## config.mk

```make
export PLATFORM = sky130hd
export DESIGN_NAME = prefix_code_symbol_decoder_top
export DESIGN_NICKNAME = d
export VERILOG_FILES = /design/src/hdl/pcsd_pkg.sv /design/src/hdl/pcsd_front.sv /design/src/hdl/pcsd_back.sv /design/src/hdl/pcsd_res_fifo.sv /design/src/hdl/prefix_code_symbol_decoder_top.sv
export VERILOG_INCLUDE_DIRS = /design/src /design/src/hdl
export SDC_FILE = /design/constraint.sdc
export NUM_CORES = 1
export LEC_CHECK = 0
export ABC_AREA = 0
export BUFFER_PORTS_ARGS = -buffer_cell sky130_fd_sc_hd__buf_2
export CAP_MARGIN = 5
export CORE_MARGIN = 3
export CORE_UTILIZATION = 46
export CTS_CLUSTER_SIZE = 25
export DETAILED_ROUTE_END_ITERATION = 7
export HOLD_SLACK_MARGIN = 0.12
export PLACE_DENSITY_LB_ADDON = 0.2
export SLEW_MARGIN = 25
export SYNTH_ARGS = -nofsm -noshare
export SYNTH_HDL_FRONTEND = slang
export SYNTH_SLANG_ARGS = --single-unit
```

## constraint.sdc

```tcl
create_clock -name clk -period 5 [get_ports clk]
set_input_delay 0.5 -clock clk [delete_from_list [all_inputs] [get_ports clk]]
set_output_delay 0.5 -clock clk [all_outputs]
set_load 0.1 [all_outputs]
```

## src/hdl/prefix_code_symbol_decoder_top_assert.svh

```systemverilog
// Assertion macros for the prefix code symbol decoder.
// Included by the top level; no other dependencies.
`ifndef PREFIX_CODE_SYMBOL_DECODER_TOP_ASSERT_SVH
`define PREFIX_CODE_SYMBOL_DECODER_TOP_ASSERT_SVH
`ifndef SYNTH
// check prop on every edge outside reset
`define PCSD_ASSERT(label, clk, rst, prop, msg) \
  label: assert property (@(posedge clk) disable iff (rst) prop) else $error(msg);
// check prop on every edge, reset included
`define PCSD_ASSERT_ALWAYS(label, clk, prop, msg) \
  label: assert property (@(posedge clk) prop) else $error(msg);
`else
`define PCSD_ASSERT(label, clk, rst, prop, msg)
`define PCSD_ASSERT_ALWAYS(label, clk, prop, msg)
`endif
`endif

```

## src/hdl/pcsd_pkg.sv

```systemverilog
// Shared types, code tables and helper functions of the prefix code decoder.
// No dependencies.
package pcsd_pkg;

  localparam int MID_DEPTH = 2;
  localparam int MID_AW    = $clog2(MID_DEPTH);
  localparam int OUT_DEPTH = 4;
  localparam int OUT_AW    = $clog2(OUT_DEPTH);

  localparam int          NUM_CW    = 32;
  localparam logic [3:0]  BUF_BITS  = 4'd12;
  localparam logic [2:0]  SYM_SLOTS = 3'd4;

  // codeword patterns (right aligned), lengths and decoded symbols
  localparam logic [7:0] CW_PATTERN [NUM_CW] = '{
    8'h00, 8'h01, 8'h02, 8'h03, 8'h01, 8'h04, 8'h05, 8'h06,
    8'h07, 8'h11, 8'h10, 8'h09, 8'h05, 8'h06, 8'h07, 8'h08,
    8'h90, 8'h91, 8'h92, 8'h93, 8'h25, 8'h98, 8'h99, 8'h9A,
    8'h9B, 8'h9C, 8'h9D, 8'h9E, 8'h9F, 8'h05, 8'h06, 8'h07
  };
  localparam logic [3:0] CW_LENGTH [NUM_CW] = '{
    4'd6, 4'd6, 4'd6, 4'd6, 4'd4, 4'd5, 4'd5, 4'd5,
    4'd5, 4'd6, 4'd6, 4'd5, 4'd4, 4'd4, 4'd4, 4'd4,
    4'd8, 4'd8, 4'd8, 4'd8, 4'd6, 4'd8, 4'd8, 4'd8,
    4'd8, 4'd8, 4'd8, 4'd8, 4'd8, 4'd3, 4'd3, 4'd3
  };
  localparam logic [7:0] CW_SYMBOL [NUM_CW] = '{
    8'h27, 8'h3F, 8'h57, 8'h2C, 8'h44, 8'h4C, 8'h4F, 8'h53,
    8'h54, 8'h2E, 8'h48, 8'h46, 8'h43, 8'h4B, 8'h49, 8'h52,
    8'h5A, 8'h2D, 8'h58, 8'h59, 8'h41, 8'h4A, 8'h4D, 8'h42,
    8'h47, 8'h55, 8'h56, 8'h4E, 8'h51, 8'h20, 8'h45, 8'h50
  };

  typedef struct packed {
    logic       ok;
    logic [4:0] bits;
  } sym_map_t;

  // item handed from front to back
  typedef struct packed {
    logic [4:0] bits;
    logic       sym_ok;
    logic       has_char;
    logic       line_end;
  } mid_item_t;

  typedef struct packed {
    logic [7:0] out_char;
    logic       char_valid;
    logic       last_of_line;
  } res_t;

  typedef struct packed {
    logic       hit;
    logic [3:0] len;
    logic [7:0] sym;
  } cw_hit_t;

  typedef enum logic [1:0] {
    BK_IDLE,
    BK_DECODE,
    BK_TERM
  } back_state_t;

  function automatic sym_map_t char_to_bits(input logic [7:0] c);
    sym_map_t m;
    m.ok   = 1'b1;
    m.bits = 5'd0;
    priority if (c >= 8'h41 && c <= 8'h5A) begin
      m.bits = 5'(c - 8'h41);
    end else begin
      unique case (c)
        8'h20:   m.bits = 5'd26;  // space
        8'h2E:   m.bits = 5'd27;  // period
        8'h2C:   m.bits = 5'd28;  // comma
        8'h2D:   m.bits = 5'd29;  // dash
        8'h27:   m.bits = 5'd30;  // apostrophe
        8'h3F:   m.bits = 5'd31;  // question mark
        default: m.ok   = 1'b0;
      endcase
    end
    return m;
  endfunction

  // win holds the oldest 8 pending bits, left aligned; cnt is the fill
  function automatic cw_hit_t cw_lookup(input logic [7:0] win, input logic [3:0] cnt);
    cw_hit_t r;
    r.hit = 1'b0;
    r.len = 4'd0;
    r.sym = 8'd0;
    for (int i = 0; i < NUM_CW; i++) begin
      if (!r.hit && CW_LENGTH[i] <= cnt &&
          (win >> (4'd8 - CW_LENGTH[i])) == CW_PATTERN[i]) begin
        r.hit = 1'b1;
        r.len = CW_LENGTH[i];
        r.sym = CW_SYMBOL[i];
      end
    end
    return r;
  endfunction

endpackage

```

## src/hdl/pcsd_front.sv

```systemverilog
// Front end: maps input characters to 5-bit values and queues items.
// Depends on pcsd_pkg.
module pcsd_front (
  input  logic                  clk,
  input  logic                  rst,
  input  logic                  push,
  input  logic [7:0]            in_char,
  input  logic                  has_char,
  input  logic                  line_end,
  output logic                  full,
  output logic                  mid_valid,
  output pcsd_pkg::mid_item_t   mid_item,
  input  logic                  mid_pop
);
  import pcsd_pkg::*;

  mid_item_t         mem [MID_DEPTH];
  logic [MID_AW-1:0] wr_ptr;
  logic [MID_AW-1:0] rd_ptr;
  logic [MID_AW:0]   count;
  sym_map_t          map;
  logic              do_push;
  logic              do_pop;

  assign map       = char_to_bits(in_char);
  assign full      = (count == (MID_AW+1)'(MID_DEPTH));
  assign mid_valid = (count != '0);
  assign do_push   = push && !full;
  assign do_pop    = mid_pop && mid_valid;
  assign mid_item  = mem[rd_ptr];

  always_ff @(posedge clk) begin
    if (do_push) begin
      mem[wr_ptr] <= '{bits: map.bits, sym_ok: map.ok, has_char: has_char,
                       line_end: line_end};
    end
  end

  always_ff @(posedge clk) begin
    if (rst) begin
      wr_ptr <= '0;
      rd_ptr <= '0;
      count  <= '0;
    end else begin
      if (do_push) wr_ptr <= wr_ptr + 1'b1;
      if (do_pop)  rd_ptr <= rd_ptr + 1'b1;
      unique case ({do_push, do_pop})
        2'b10:   count <= count + 1'b1;
        2'b01:   count <= count - 1'b1;
        default: count <= count;
      endcase
    end
  end

endmodule

```

## src/hdl/pcsd_back.sv

```systemverilog
// Back end: bit buffer and decode sequencer, one symbol per cycle while the result queue has room.
// Depends on pcsd_pkg.
module pcsd_back (
  input  logic                clk,
  input  logic                rst,
  input  logic                mid_valid,
  input  pcsd_pkg::mid_item_t mid_item,
  output logic                mid_pop,
  output logic                res_push,
  output pcsd_pkg::res_t      res_item,
  input  logic                res_full
);
  import pcsd_pkg::*;

  back_state_t state, state_next;
  logic [11:0] bit_buffer, bit_buffer_next;
  logic [3:0]  bit_count, bit_count_next;
  logic [2:0]  slots, slots_next;
  logic        eol_pend, eol_pend_next;

  logic [11:0] aligned;
  cw_hit_t     cw;
  logic        can_emit;
  logic [3:0]  rem_count;
  logic [4:0]  fill_sum;

  // left-align pending bits so the oldest sits at bit 11
  assign aligned   = bit_buffer << (BUF_BITS - bit_count);
  assign cw        = cw_lookup(aligned[11:4], bit_count);
  assign can_emit  = cw.hit && (slots != SYM_SLOTS);
  assign rem_count = bit_count - cw.len;
  assign fill_sum  = {1'b0, bit_count} + 5'd5;

  always_comb begin
    state_next = state;
    unique case (state)
      BK_IDLE: begin
        if (mid_valid) begin
          priority if (mid_item.has_char) state_next = BK_DECODE;
          else if (mid_item.line_end)     state_next = BK_TERM;
          else                            state_next = BK_IDLE;
        end
      end
      BK_DECODE: begin
        if (!can_emit) state_next = eol_pend ? BK_TERM : BK_IDLE;
      end
      BK_TERM: begin
        if (!res_full) state_next = BK_IDLE;
      end
      default: state_next = BK_IDLE;
    endcase
  end

  always_comb begin
    mid_pop  = 1'b0;
    res_push = 1'b0;
    res_item = '{out_char: 8'd0, char_valid: 1'b0, last_of_line: 1'b1};
    unique case (state)
      BK_IDLE: mid_pop = mid_valid;
      BK_DECODE: begin
        res_push = can_emit && !res_full;
        res_item = '{out_char: cw.sym, char_valid: 1'b1, last_of_line: 1'b0};
      end
      BK_TERM: res_push = !res_full;
      default: ;
    endcase
  end

  always_comb begin
    bit_buffer_next = bit_buffer;
    bit_count_next  = bit_count;
    slots_next      = slots;
    eol_pend_next   = eol_pend;
    unique case (state)
      BK_IDLE: begin
        if (mid_valid) begin
          slots_next    = 3'd0;
          eol_pend_next = mid_item.line_end;
          if (mid_item.has_char && mid_item.sym_ok && fill_sum <= {1'b0, BUF_BITS}) begin
            bit_buffer_next = {bit_buffer[6:0], mid_item.bits};
            bit_count_next  = fill_sum[3:0];
          end
        end
      end
      BK_DECODE: begin
        if (can_emit && !res_full) begin
          bit_count_next  = rem_count;
          bit_buffer_next = bit_buffer & ~(12'hFFF << rem_count);
          slots_next      = slots + 3'd1;
        end
      end
      BK_TERM: begin
        if (!res_full) begin
          bit_buffer_next = 12'd0;
          bit_count_next  = 4'd0;
        end
      end
      default: ;
    endcase
  end

  always_ff @(posedge clk) begin
    if (rst) begin
      state      <= BK_IDLE;
      bit_buffer <= 12'd0;
      bit_count  <= 4'd0;
      slots      <= 3'd0;
      eol_pend   <= 1'b0;
    end else begin
      state      <= state_next;
      bit_buffer <= bit_buffer_next;
      bit_count  <= bit_count_next;
      slots      <= slots_next;
      eol_pend   <= eol_pend_next;
    end
  end

endmodule

```

## src/hdl/pcsd_res_fifo.sv

```systemverilog
// Result queue between the decode sequencer and the output ports.
// Depends on pcsd_pkg.
module pcsd_res_fifo (
  input  logic           clk,
  input  logic           rst,
  input  logic           push,
  input  pcsd_pkg::res_t push_item,
  output logic           full,
  input  logic           pop,
  output logic           empty,
  output pcsd_pkg::res_t head_item
);
  import pcsd_pkg::*;

  res_t              mem [OUT_DEPTH];
  logic [OUT_AW-1:0] wr_ptr;
  logic [OUT_AW-1:0] rd_ptr;
  logic [OUT_AW:0]   count;
  logic              do_push;
  logic              do_pop;

  assign full      = (count == (OUT_AW+1)'(OUT_DEPTH));
  assign empty     = (count == '0);
  assign do_push   = push && !full;
  assign do_pop    = pop && !empty;
  assign head_item = mem[rd_ptr];

  always_ff @(posedge clk) begin
    if (do_push) mem[wr_ptr] <= push_item;
  end

  always_ff @(posedge clk) begin
    if (rst) begin
      wr_ptr <= '0;
      rd_ptr <= '0;
      count  <= '0;
    end else begin
      if (do_push) wr_ptr <= wr_ptr + 1'b1;
      if (do_pop)  rd_ptr <= rd_ptr + 1'b1;
      unique case ({do_push, do_pop})
        2'b10:   count <= count + 1'b1;
        2'b01:   count <= count - 1'b1;
        default: count <= count;
      endcase
    end
  end

endmodule

```

## src/hdl/prefix_code_symbol_decoder_top.sv

```systemverilog
// Top level of the prefix code symbol decoder: front end, decode back end,
// result queue. Depends on pcsd_pkg and the assertion macro header.
//
//   channel  | handshake    | payload
//   ---------+--------------+-----------------------------------
//   input    | push / full  | in_char, has_char, line_end
//   result   | empty / pop  | out_char, char_valid, last_of_line
//
// The back end sequencer takes one item at a time from the 2-entry front
// queue; for an item with a character, it emits one decoded symbol at a time
// until no further codeword is found, then the terminator on a line end.
// A bare line end yields only the terminator, an empty item nothing.
// Full and empty come straight from queue counters; each side stalls alone.
// Synchronous reset empties both queues and clears the bit buffer.
module prefix_code_symbol_decoder_top (
  input  logic       clk,
  input  logic       rst,
  input  logic       push,
  output logic       full,
  input  logic [7:0] in_char,
  input  logic       has_char,
  input  logic       line_end,
  input  logic       pop,
  output logic       empty,
  output logic [7:0] out_char,
  output logic       char_valid,
  output logic       last_of_line
);
  import pcsd_pkg::*;

  logic      mid_valid;
  mid_item_t mid_item;
  logic      mid_pop;
  logic      res_push;
  res_t      res_item;
  logic      res_full;
  res_t      head_item;

  pcsd_front u_front (
    .clk       (clk),
    .rst       (rst),
    .push      (push),
    .in_char   (in_char),
    .has_char  (has_char),
    .line_end  (line_end),
    .full      (full),
    .mid_valid (mid_valid),
    .mid_item  (mid_item),
    .mid_pop   (mid_pop)
  );

  pcsd_back u_back (
    .clk       (clk),
    .rst       (rst),
    .mid_valid (mid_valid),
    .mid_item  (mid_item),
    .mid_pop   (mid_pop),
    .res_push  (res_push),
    .res_item  (res_item),
    .res_full  (res_full)
  );

  pcsd_res_fifo u_res_fifo (
    .clk       (clk),
    .rst       (rst),
    .push      (res_push),
    .push_item (res_item),
    .full      (res_full),
    .pop       (pop),
    .empty     (empty),
    .head_item (head_item)
  );

  assign out_char     = head_item.out_char;
  assign char_valid   = head_item.char_valid;
  assign last_of_line = head_item.last_of_line;

`include "prefix_code_symbol_decoder_top_assert.svh"

  `PCSD_ASSERT(a_no_push_full, clk, rst, res_push |-> !res_full, "result pushed while full")
  `PCSD_ASSERT(a_no_pop_empty, clk, rst, mid_pop |-> mid_valid, "front queue popped empty")
  `PCSD_ASSERT_ALWAYS(a_reset_empty, clk, rst |=> empty, "results left after reset")
  `PCSD_ASSERT(a_term_shape, clk, rst, (res_push && res_item.last_of_line) |-> (!res_item.char_valid && res_item.out_char == 8'd0), "bad terminator item")

endmodule

```

==> run summary, run 1 <==
The number of vias after detailed routing is 4592. The area of the mapped netlist came out at approximately 5800 um2. The hold buffer count at CTS is 0. The worst slack after detailed placement is 0.0678 ns. The clock network latency to the later pin of the worst-skew pair is 0.34 ns. Counting flops with a built-in enable in the synthesized netlist gives 52. Dividing total power by cell area gives a power density of 560 nW/um2. Sorting the synthesized cells by area gives the leading types as sky130_fd_sc_hd__edfxtp_1 (27%), sky130_fd_sc_hd__dfxtp_1 (13%), sky130_fd_sc_hd__mux4_2 (5.1%).

The mean routed wirelength per cell is 16.8 um. The clock root buffer master is sky130_fd_sc_hd__clkbuf_16. The final global-route overflow total is 0. The post-detailed-route DRC marker count is 0. The leakage power is 2.29 nW. The sum of negative setup slack is 0 ns. After technology mapping, the gate count stands at 582. For the worst setup path, the data arrival time is 4.88 ns. The worst hold slack across all endpoints came out at 0.345 ns.

The netlist uses 82 different library cells. The final-report hold violation count was 0. The total die area came out at 13900 um2. The count of endpoints failing setup in the final report is 0. The internal power consumption came out at 1.96 mW.

The number of pins with negative max-slew slack in the final report is 0. From left edge to right edge, the die measures around 120 um. The routed wire length is 13100 um. The average cell area after synthesis came out at 9.90 um2.

Of the cells placed in the final design, the portion with a size suffix greater than 1 is 18.4%. The number of synthesized register bits came out at 88. STA classifies the critical path startpoint as a flip-flop. The DRC marker count from the first detailed-route iteration came out at 411. The clock period minus worst slack is 4.68 ns. The clock sink total came out at 88.

For the pin with the worst max-slew slack, the measured transition is 0.739 ns. The sequential element share of the synthesized area is between 30% and 40%. The highest attainable clock frequency is about 0.21 GHz. The worst slew margin relative to its limit is 50.8%. The number of antenna diodes in the final layout is 0. The layout overhead on the synthesized area came out at 11.8%. The clock slew at the register clock pins of the worst setup and hold paths is about 0.070 ns. The wire length of the first global-routing pass came out at about 22000 um. The max-cap check violation count came out at 0. Measured along the y axis, the die boundary spans 118 um.

The switching portion of total power is ~46%. Entering global routing, the biggest net connects 40 pins. The share of synthesized flip-flops with an asynchronous set or reset came out at 0%.

The dominant register cell in the synthesized netlist is sky130_fd_sc_hd__edfxtp_1. During synthesis, Yosys emitted a total of 0 warnings. The synthesized design spends more area on one cell type than any other, namely sky130_fd_sc_hd__edfxtp_1. The area share of the largest cell type after synthesis came out at 27.1%. The critical path in this run is classified as flip-flop to flip-flop. The number of buffers on the longest clock path is 2. The combinational share of power came out at 54.3%. In the final design database the tool counted 643 nets.

The effective utilization at floorplan is 47.6%. Registers are responsible for around 28% of the overall power. TritonCTS built the clock tree. The worst setup slack after layout came out at 0.324 ns. The required arrival time at the worst endpoint came out at roughly 5.2 ns. The global-route usage over all layers came out at 19.0%. The number of buffers inserted by port buffering came out at 24.

The worst setup path is captured at a flip-flop. Dividing the final minimum period by the clock period gives 93.5%. The via count of the first global-routing pass came out at 4351. The largest fanout on the critical path came out at 19.

The floorplan has 40 rows. Once detailed placement completed, the half-perimeter wirelength came to about 9800 um. The total power draw came out at 3.61 mW.

The total net switching power came out at 1.65 mW. The number of top-level pins is 26. The detail-routed via count per cell is 5.91. The post-route antenna net violation count came out at 0. The min-delay analysis places its worst path in the category input pin to flip-flop.

Synthesis produced a netlist with a net count of 621. CTS built an H-tree with a depth of 3. Between clock sinks in the finished design, the worst skew comes to 0.00575 ns.

The detailed-router iteration count before antenna repair came out at 5. The floorplan core area came out at 12100 um2. The total CTS buffers is 9.

Across the VDD grid, the largest voltage drop is 0.284 mV. The relative contribution of the clock network to total power came out at 18.0%. The final weighted congestion in routability-driven placement came out at 0.976. The run finished with clean final reports. The initial antenna violation count came out at 0.
## kinds of logic (layout without fill, tap and decap cells)
family          Yosys count  in the layout  synth area share (%)
compound gates          149            149                  19.3
xor+xnor                 20             20                  3.30
fa+ha+maj                25             25                  5.69
buf+inv                  59             86                  4.54
flops                    88             88                  39.6
mux                      39             39                  9.73
other cells               1              1                0.0651
simple gates            201            201                  17.8
## state kept, by name (all words and copies together), names as in the netlist, 3 cells and up, named ones only
signal	cells
u_back.slots	3
u_front.mem	16
u_res_fifo.mem	36
u_back.bit_buffer	12
u_back.bit_count	4
u_res_fifo.count	3
## cells in the mapped netlist (3+ instances only)
| master | number |
|---|---|
| sky130_fd_sc_hd__clkbuf_1 | 15 |
| sky130_fd_sc_hd__nand3_1 | 13 |
| sky130_fd_sc_hd__mux4_2 | 13 |
| sky130_fd_sc_hd__buf_4 | 4 |
| sky130_fd_sc_hd__a2bb2oi_1 | 3 |
| sky130_fd_sc_hd__a21o_1 | 6 |
| sky130_fd_sc_hd__nor2b_1 | 9 |
| sky130_fd_sc_hd__a221oi_1 | 3 |
| sky130_fd_sc_hd__edfxtp_1 | 52 |
| sky130_fd_sc_hd__o32ai_1 | 6 |
| sky130_fd_sc_hd__or3_1 | 4 |
| sky130_fd_sc_hd__nand4b_1 | 3 |
| sky130_fd_sc_hd__o211ai_1 | 8 |
| sky130_fd_sc_hd__nor4_1 | 4 |
| sky130_fd_sc_hd__mux2_2 | 6 |
| sky130_fd_sc_hd__xnor2_1 | 10 |
| sky130_fd_sc_hd__o21ai_2 | 3 |
| sky130_fd_sc_hd__o31ai_2 | 4 |
| sky130_fd_sc_hd__nand2_1 | 52 |
| sky130_fd_sc_hd__nor3b_1 | 3 |
| sky130_fd_sc_hd__inv_1 | 28 |
| sky130_fd_sc_hd__dfxtp_1 | 36 |
| sky130_fd_sc_hd__a21oi_1 | 42 |
| sky130_fd_sc_hd__mux2i_1 | 20 |
| sky130_fd_sc_hd__ha_1 | 23 |
| sky130_fd_sc_hd__xor2_1 | 8 |
| sky130_fd_sc_hd__and2_1 | 4 |
| sky130_fd_sc_hd__a211oi_1 | 4 |
| sky130_fd_sc_hd__o22ai_1 | 4 |
| sky130_fd_sc_hd__o31ai_1 | 4 |
| sky130_fd_sc_hd__o2bb2ai_1 | 4 |
| sky130_fd_sc_hd__nor2_1 | 53 |
| sky130_fd_sc_hd__a22oi_1 | 4 |
| sky130_fd_sc_hd__nor3_1 | 15 |
| sky130_fd_sc_hd__nand2b_1 | 13 |
| sky130_fd_sc_hd__and3_1 | 9 |
| sky130_fd_sc_hd__o21ai_0 | 21 |
| sky130_fd_sc_hd__o21a_1 | 4 |
| sky130_fd_sc_hd__buf_2 | 8 |
| sky130_fd_sc_hd__or2_2 | 4 |
## path summary, 6_finish.rpt
| kind | endpoint | slack [ns] | start | depth (start not counted) |
|---|---|---|---|---|
| worst max-delay path | u_back.bit_buffer[0]$_SDFFE_PP0P_ | 0.32 | u_back.bit_count[1]$_SDFFE_PP0P_ | 18 |
| worst min-delay path | u_front.mem[1][1]$_DFFE_PP_ | 0.35 | has_char | 1 |
| worst max register to register | u_back.bit_buffer[0]$_SDFFE_PP0P_ | 0.32 | u_back.bit_count[1]$_SDFFE_PP0P_ | 18 |
| worst min register to register | u_back.bit_buffer[10]$_SDFFE_PP0P_ | 0.49 | u_back.bit_buffer[10]$_SDFFE_PP0P_ | 2 |
## metal layers
metal	GRT usage (%)	wire length, um	up-vias
met2	30.3	6040	140
met1	25.9	6040	2205
met3	3.41	711	26
met5	0	0	-
met4	7.03	266	0
li1	-	-	2221
## metrics by stage
| step | cell area (um2) | cells | util, % |
|---|---|---|---|
| detailed placement | 6060 | 760 | 50.1 |
| CTS | 6360 | 776 | 52.5 |
| floorplan | 5760 | 582 | - |
| global route | 6440 | 777 | 53.2 |
| finish | 6440 | 777 | 53.2 |
| global placement | 6060 | 760 | 50.1 |
## critical path: stages (launching register included)
cell	delay, ns
sky130_fd_sc_hd__dfxtp_1	0.33
sky130_fd_sc_hd__inv_1	0.10
sky130_fd_sc_hd__ha_2	0.36
sky130_fd_sc_hd__buf_6	0.20
sky130_fd_sc_hd__o21ai_0	0.20
sky130_fd_sc_hd__o31ai_1	0.56
sky130_fd_sc_hd__o31a_1	0.39
sky130_fd_sc_hd__nor4b_4	0.40
sky130_fd_sc_hd__a31oi_4	0.07
sky130_fd_sc_hd__and3_1	0.23
sky130_fd_sc_hd__a21boi_0	0.15
sky130_fd_sc_hd__ha_1	0.33
sky130_fd_sc_hd__a21oi_1	0.16
sky130_fd_sc_hd__xnor2_1	0.20
sky130_fd_sc_hd__nand2b_1	0.15
sky130_fd_sc_hd__mux2i_1	0.08
sky130_fd_sc_hd__nand4bb_4	0.29
sky130_fd_sc_hd__o211ai_1	0.26
sky130_fd_sc_hd__o31ai_2	0.09
## timing repair
item / CTS / global route
resized for setup: 0 / 13
endpoints found under the setup margin: 0 / 13
buffers inserted: 0 / 1
hold endpoints to repair: 0 / 0
## cells in the final DEF, fill, tap and decap left out, drive strengths merged, types with 4 or more instances in the layout
| master | instances |
|---|---|
| xor2 | 9 |
| o22ai | 5 |
| nor2b | 9 |
| a21oi | 42 |
| o32ai | 8 |
| o31ai | 8 |
| and2 | 5 |
| nand2 | 52 |
| inv | 32 |
| and3 | 9 |
| nor3 | 15 |
| clkbuf | 9 |
| xnor2 | 11 |
| edfxtp | 52 |
| or2 | 6 |
| nand3 | 13 |
| mux4 | 13 |
| or3 | 4 |
| nor2 | 53 |
| dfxtp | 36 |
| o21a | 4 |
| mux2i | 20 |
| mux2 | 6 |
| o211ai | 8 |
| buf | 42 |
| ha | 23 |
| nor4 | 4 |
| a22oi | 4 |
| a21o | 6 |
| nand2b | 13 |
| a211oi | 4 |
| o2bb2ai | 4 |
| o21ai | 24 |
## power by group through the flow
stage / clock network, mW / registers (mW) / logic, mW
floorplan: 0 / 0.953 / 1.55
global placement: 0 / 1.01 / 1.85
detailed placement: 0 / 1.01 / 1.86
CTS: 0.669 / 0.998 / 1.87
global route: 0.702 / 1.01 / 2.14
finish: 0.650 / 0.999 / 1.96
## layout make-up
cell class	instances	area (um2)
Tap cell	168	210
Inverter	28	105
Clock inverter	7	68.8
Clock buffer	9	225
Timing Repair Buffer	42	259
Fill cell	1134	5670
Sequential cell	88	2280
Multi-Input combinational cell	435	3290
Note: power is estimated with default switching activity, not from simulation.
==> run 2, diff against run 1 <==
Settings changed: CELL_PAD_IN_SITES_DETAIL_PLACEMENT set to 1, CELL_PAD_IN_SITES_GLOBAL_PLACEMENT set to 1, CORE_UTILIZATION 46 to 45.
==> run 2 against run 1 <==
Compared with the run above:
- cell count rose by 0.26%
- fmax is 0.99% lower
- first-iteration DRC count down 13%
- sequential share of layout area shrank 0.18 points
- flip-flop and latch count did not move
- clock skew is 0.0037 ns higher
- setup slack lost 0.047 ns
- largest power group unchanged
- highest routed layer unchanged
==> run summary, run 2 (synthesis gave the netlist of run 1 again) <==
The flow ran to the end, and the final reports show no timing, DRC or antenna violations. VDD sags by at most 0.280 mV. The sum of met3 wire segment lengths after detailed routing came out at 627 um. The DRC marker count from the first detailed-route iteration came out at 356. Entering global routing, the biggest net connects 40 pins. The floorplan core area is approximately 12000 um2. Clock tree synthesis inserted a total of 9 buffers. The most common cell after layout, fill and taps aside is sky130_fd_sc_hd__nor2_1. OpenSTA, run right after detailed placement, puts the worst setup slack at -0.0944 ns. The number of placed cells counting well taps came out at about 760. Clock skew on the completed layout was measured at 0.00948 ns. At the later pin of the worst-skew pair, clock insertion delay measures 0.35 ns. The worst setup path is captured at a flip-flop.

The clock root buffer master is sky130_fd_sc_hd__clkbuf_16. The worst path meets setup with about 0.28 ns of slack. The die is 119 um tall. The highest attainable clock frequency came out at 0.212 GHz.

The effective utilization at floorplan is 47.0%. The number of inserted diodes is 0. TritonCTS built the clock tree. The number of nets at the end of the flow is 645. The count of standard-cell rows is 40. The tightest hold path in the finished design has a slack of about 0.34 ns.

The library cells used most frequently in the layout, excluding fill and tap cells, are sky130_fd_sc_hd__nor2_1 (53), sky130_fd_sc_hd__nand2_1 (52), sky130_fd_sc_hd__edfxtp_1 (52). The switching portion of total power is 46.1%. The post-route antenna net violation count is 0. The post-detailed-route DRC marker count came out at 0. In the final routing, the length of wire on met1 measures 7140 um.

The power per standard cell area came out at 576 nW/um2. The CTS H-tree depth is 3. The first detailed-routing pass took 5 iterations. In this run the static leakage power is 2.30 nW. The mean routed wirelength per cell came out at 20.4 um.

The final-report hold violation count came out at 0. The internal power of the cells totals 2.01 mW. The routed wire length came out at ~16000 um.

The global-route usage over all layers is 22.9%. The worst slew margin relative to its limit is 49.9%. The number of buffers inserted by port buffering came out at 24. The total die area came out at between 10000 and 15000 um2.

Total power for the finished layout comes to 3.73 mW. In this run the count of I/O pins placed on the die edge is 26. The wire length of the first global-routing pass came out at 26000 um. The clock sink total is about 90. The final cell count without fillers came out at between 700 and 800. The horizontal die dimension came out at 119 um.

The via count of the first global-routing pass came to 5029. The sum of met2 wire segment lengths after detailed routing came out at 7740 um. The data arrival time of the critical path is just under 5 ns.

In the final layout, the registers with the most flip-flops are u_res_fifo.mem: 36 flops, u_front.mem: 16 flops, u_back.bit_buffer: 12 flops. The largest fanout on the critical path is 9. The ratio of cells with drive above 1 in the final layout is 19.3%. The analysis attributes to net switching a power of approximately 1.7 mW. The required arrival time at the worst endpoint is 5.20 ns.

The top register by number of flip-flops is u_res_fifo.mem. The number of flip-flops under the largest register name came out at 36. The initial antenna violation count is 0. The critical path launch point type is a flip-flop. The clock slew at the register clock pins of the worst setup and hold paths came out at 0.06 ns. The congestion estimate from routability-driven global placement came to 0.921.

After clock tree synthesis, the flow added hold-fix buffers numbering 0. In this run the top signal layer used is met4. The clock period minus worst slack came out at 4.72 ns. Summed over all layers, the global routing overflow is 0. After legalization and detailed placement, the total HPWL measured 11900 um. The count of endpoints failing setup in the final report came out at 0. The final critical-path share of the clock period is 94.4%. The layout overhead on the synthesized area came out at 12.4%. The number of pins with negative max-slew slack in the final report was 0.

The worst setup path is of the flip-flop to flip-flop kind. The tool flagged a number of max-cap violations equal to 0. The worst hold-check path type is input pin to flip-flop.

The part of the power in registers is 26.8%. The detail-routed via count per cell is between 6 and 7. The relative contribution of the clock network to total power came out at 18.1%.

The routed layout has 4750 vias. The combinational share of power came out at 55.0%. The number of buffers on the longest clock path is 2. The transition time of the tightest slew-check pin is between 0.7 and 0.8 ns.
## run 2: repair_timing
item	in CTS	in global routing
hold endpoints to repair	0	0
setup endpoints to repair	9	13
cloned	0	0
pin swaps	1	3
setup buffers	1	1
gates resized for setup	4	13
## run 2: metrics by stage
step | area [um2] | utilization, % | setup TNS [ns]
after floorplan | 5760 | - | 0
after global placement | 6070 | 49.5 | 0
after detailed placement | 6070 | 49.5 | -0.358
after CTS | 6410 | 52.2 | 0
after global routing | 6480 | 52.8 | -0.275
final | 6480 | 52.8 | 0
## run 2: worst paths after layout
path	cells past startpoint	from	slack [ns]	end
max	21	u_back.bit_count[1]$_SDFFE_PP0P_	0.28	u_back.bit_buffer[1]$_SDFFE_PP0P_
min	1	line_end	0.34	u_front.mem[1][0]$_DFFE_PP_
max reg2reg	21	u_back.bit_count[1]$_SDFFE_PP0P_	0.28	u_back.bit_buffer[1]$_SDFFE_PP0P_
min reg2reg	2	u_back.eol_pend$_SDFFE_PP0P_	0.49	u_back.state[1]$_SDFFE_PP0P_
## run 2: area by class of cell
| class | count | area [um2] |
|---|---|---|
| fill | 1379 | 5790 |
| multi-input combinational | 435 | 3310 |
| sequential | 88 | 2280 |
| timing repair buffer | 44 | 270 |
| clock buffer | 10 | 229 |
| tap | 168 | 210 |
| inverter | 28 | 105 |
| clock inverter | 6 | 67.6 |
## run 2: power by group through the flow
stage / registers [mW] / logic (mW) / clock network [mW]
floorplan: 0.953 / 1.55 / 0
global placement: 1.00 / 1.86 / 0
detailed placement: 1.01 / 1.93 / 0
CTS: 1.00 / 1.98 / 0.688
global route: 1.02 / 2.23 / 0.721
finish: 1.00 / 2.05 / 0.677
## run 2: layer usage
metal | vias up | GRT usage, %
li1 | 2221 | -
met1 | 2393 | 30.1
met2 | 110 | 38.1
met3 | 26 | 4.56
met4 | 0 | 6.88
met5 | - | 0
## run 2: worst max-delay path: stages (launching register included)
cell and delay, ns:
sky130_fd_sc_hd__dfxtp_1 0.35, sky130_fd_sc_hd__inv_2 0.08, sky130_fd_sc_hd__ha_2 0.38, sky130_fd_sc_hd__mux2_2 0.20, sky130_fd_sc_hd__or4b_1 0.47, sky130_fd_sc_hd__a41oi_2 0.24, sky130_fd_sc_hd__o22ai_4 0.10, sky130_fd_sc_hd__buf_4 0.19
sky130_fd_sc_hd__and3_2 0.24, sky130_fd_sc_hd__nand2_1 0.08, sky130_fd_sc_hd__a21oi_1 0.05, sky130_fd_sc_hd__or3_1 0.45, sky130_fd_sc_hd__inv_1 0.08, sky130_fd_sc_hd__ha_1 0.22, sky130_fd_sc_hd__a21o_1 0.19, sky130_fd_sc_hd__a21oi_2 0.18
sky130_fd_sc_hd__xnor2_2 0.17, sky130_fd_sc_hd__nand2b_1 0.15, sky130_fd_sc_hd__mux2i_1 0.10, sky130_fd_sc_hd__nand4bb_4 0.30, sky130_fd_sc_hd__o211ai_1 0.25, sky130_fd_sc_hd__o31ai_2 0.09
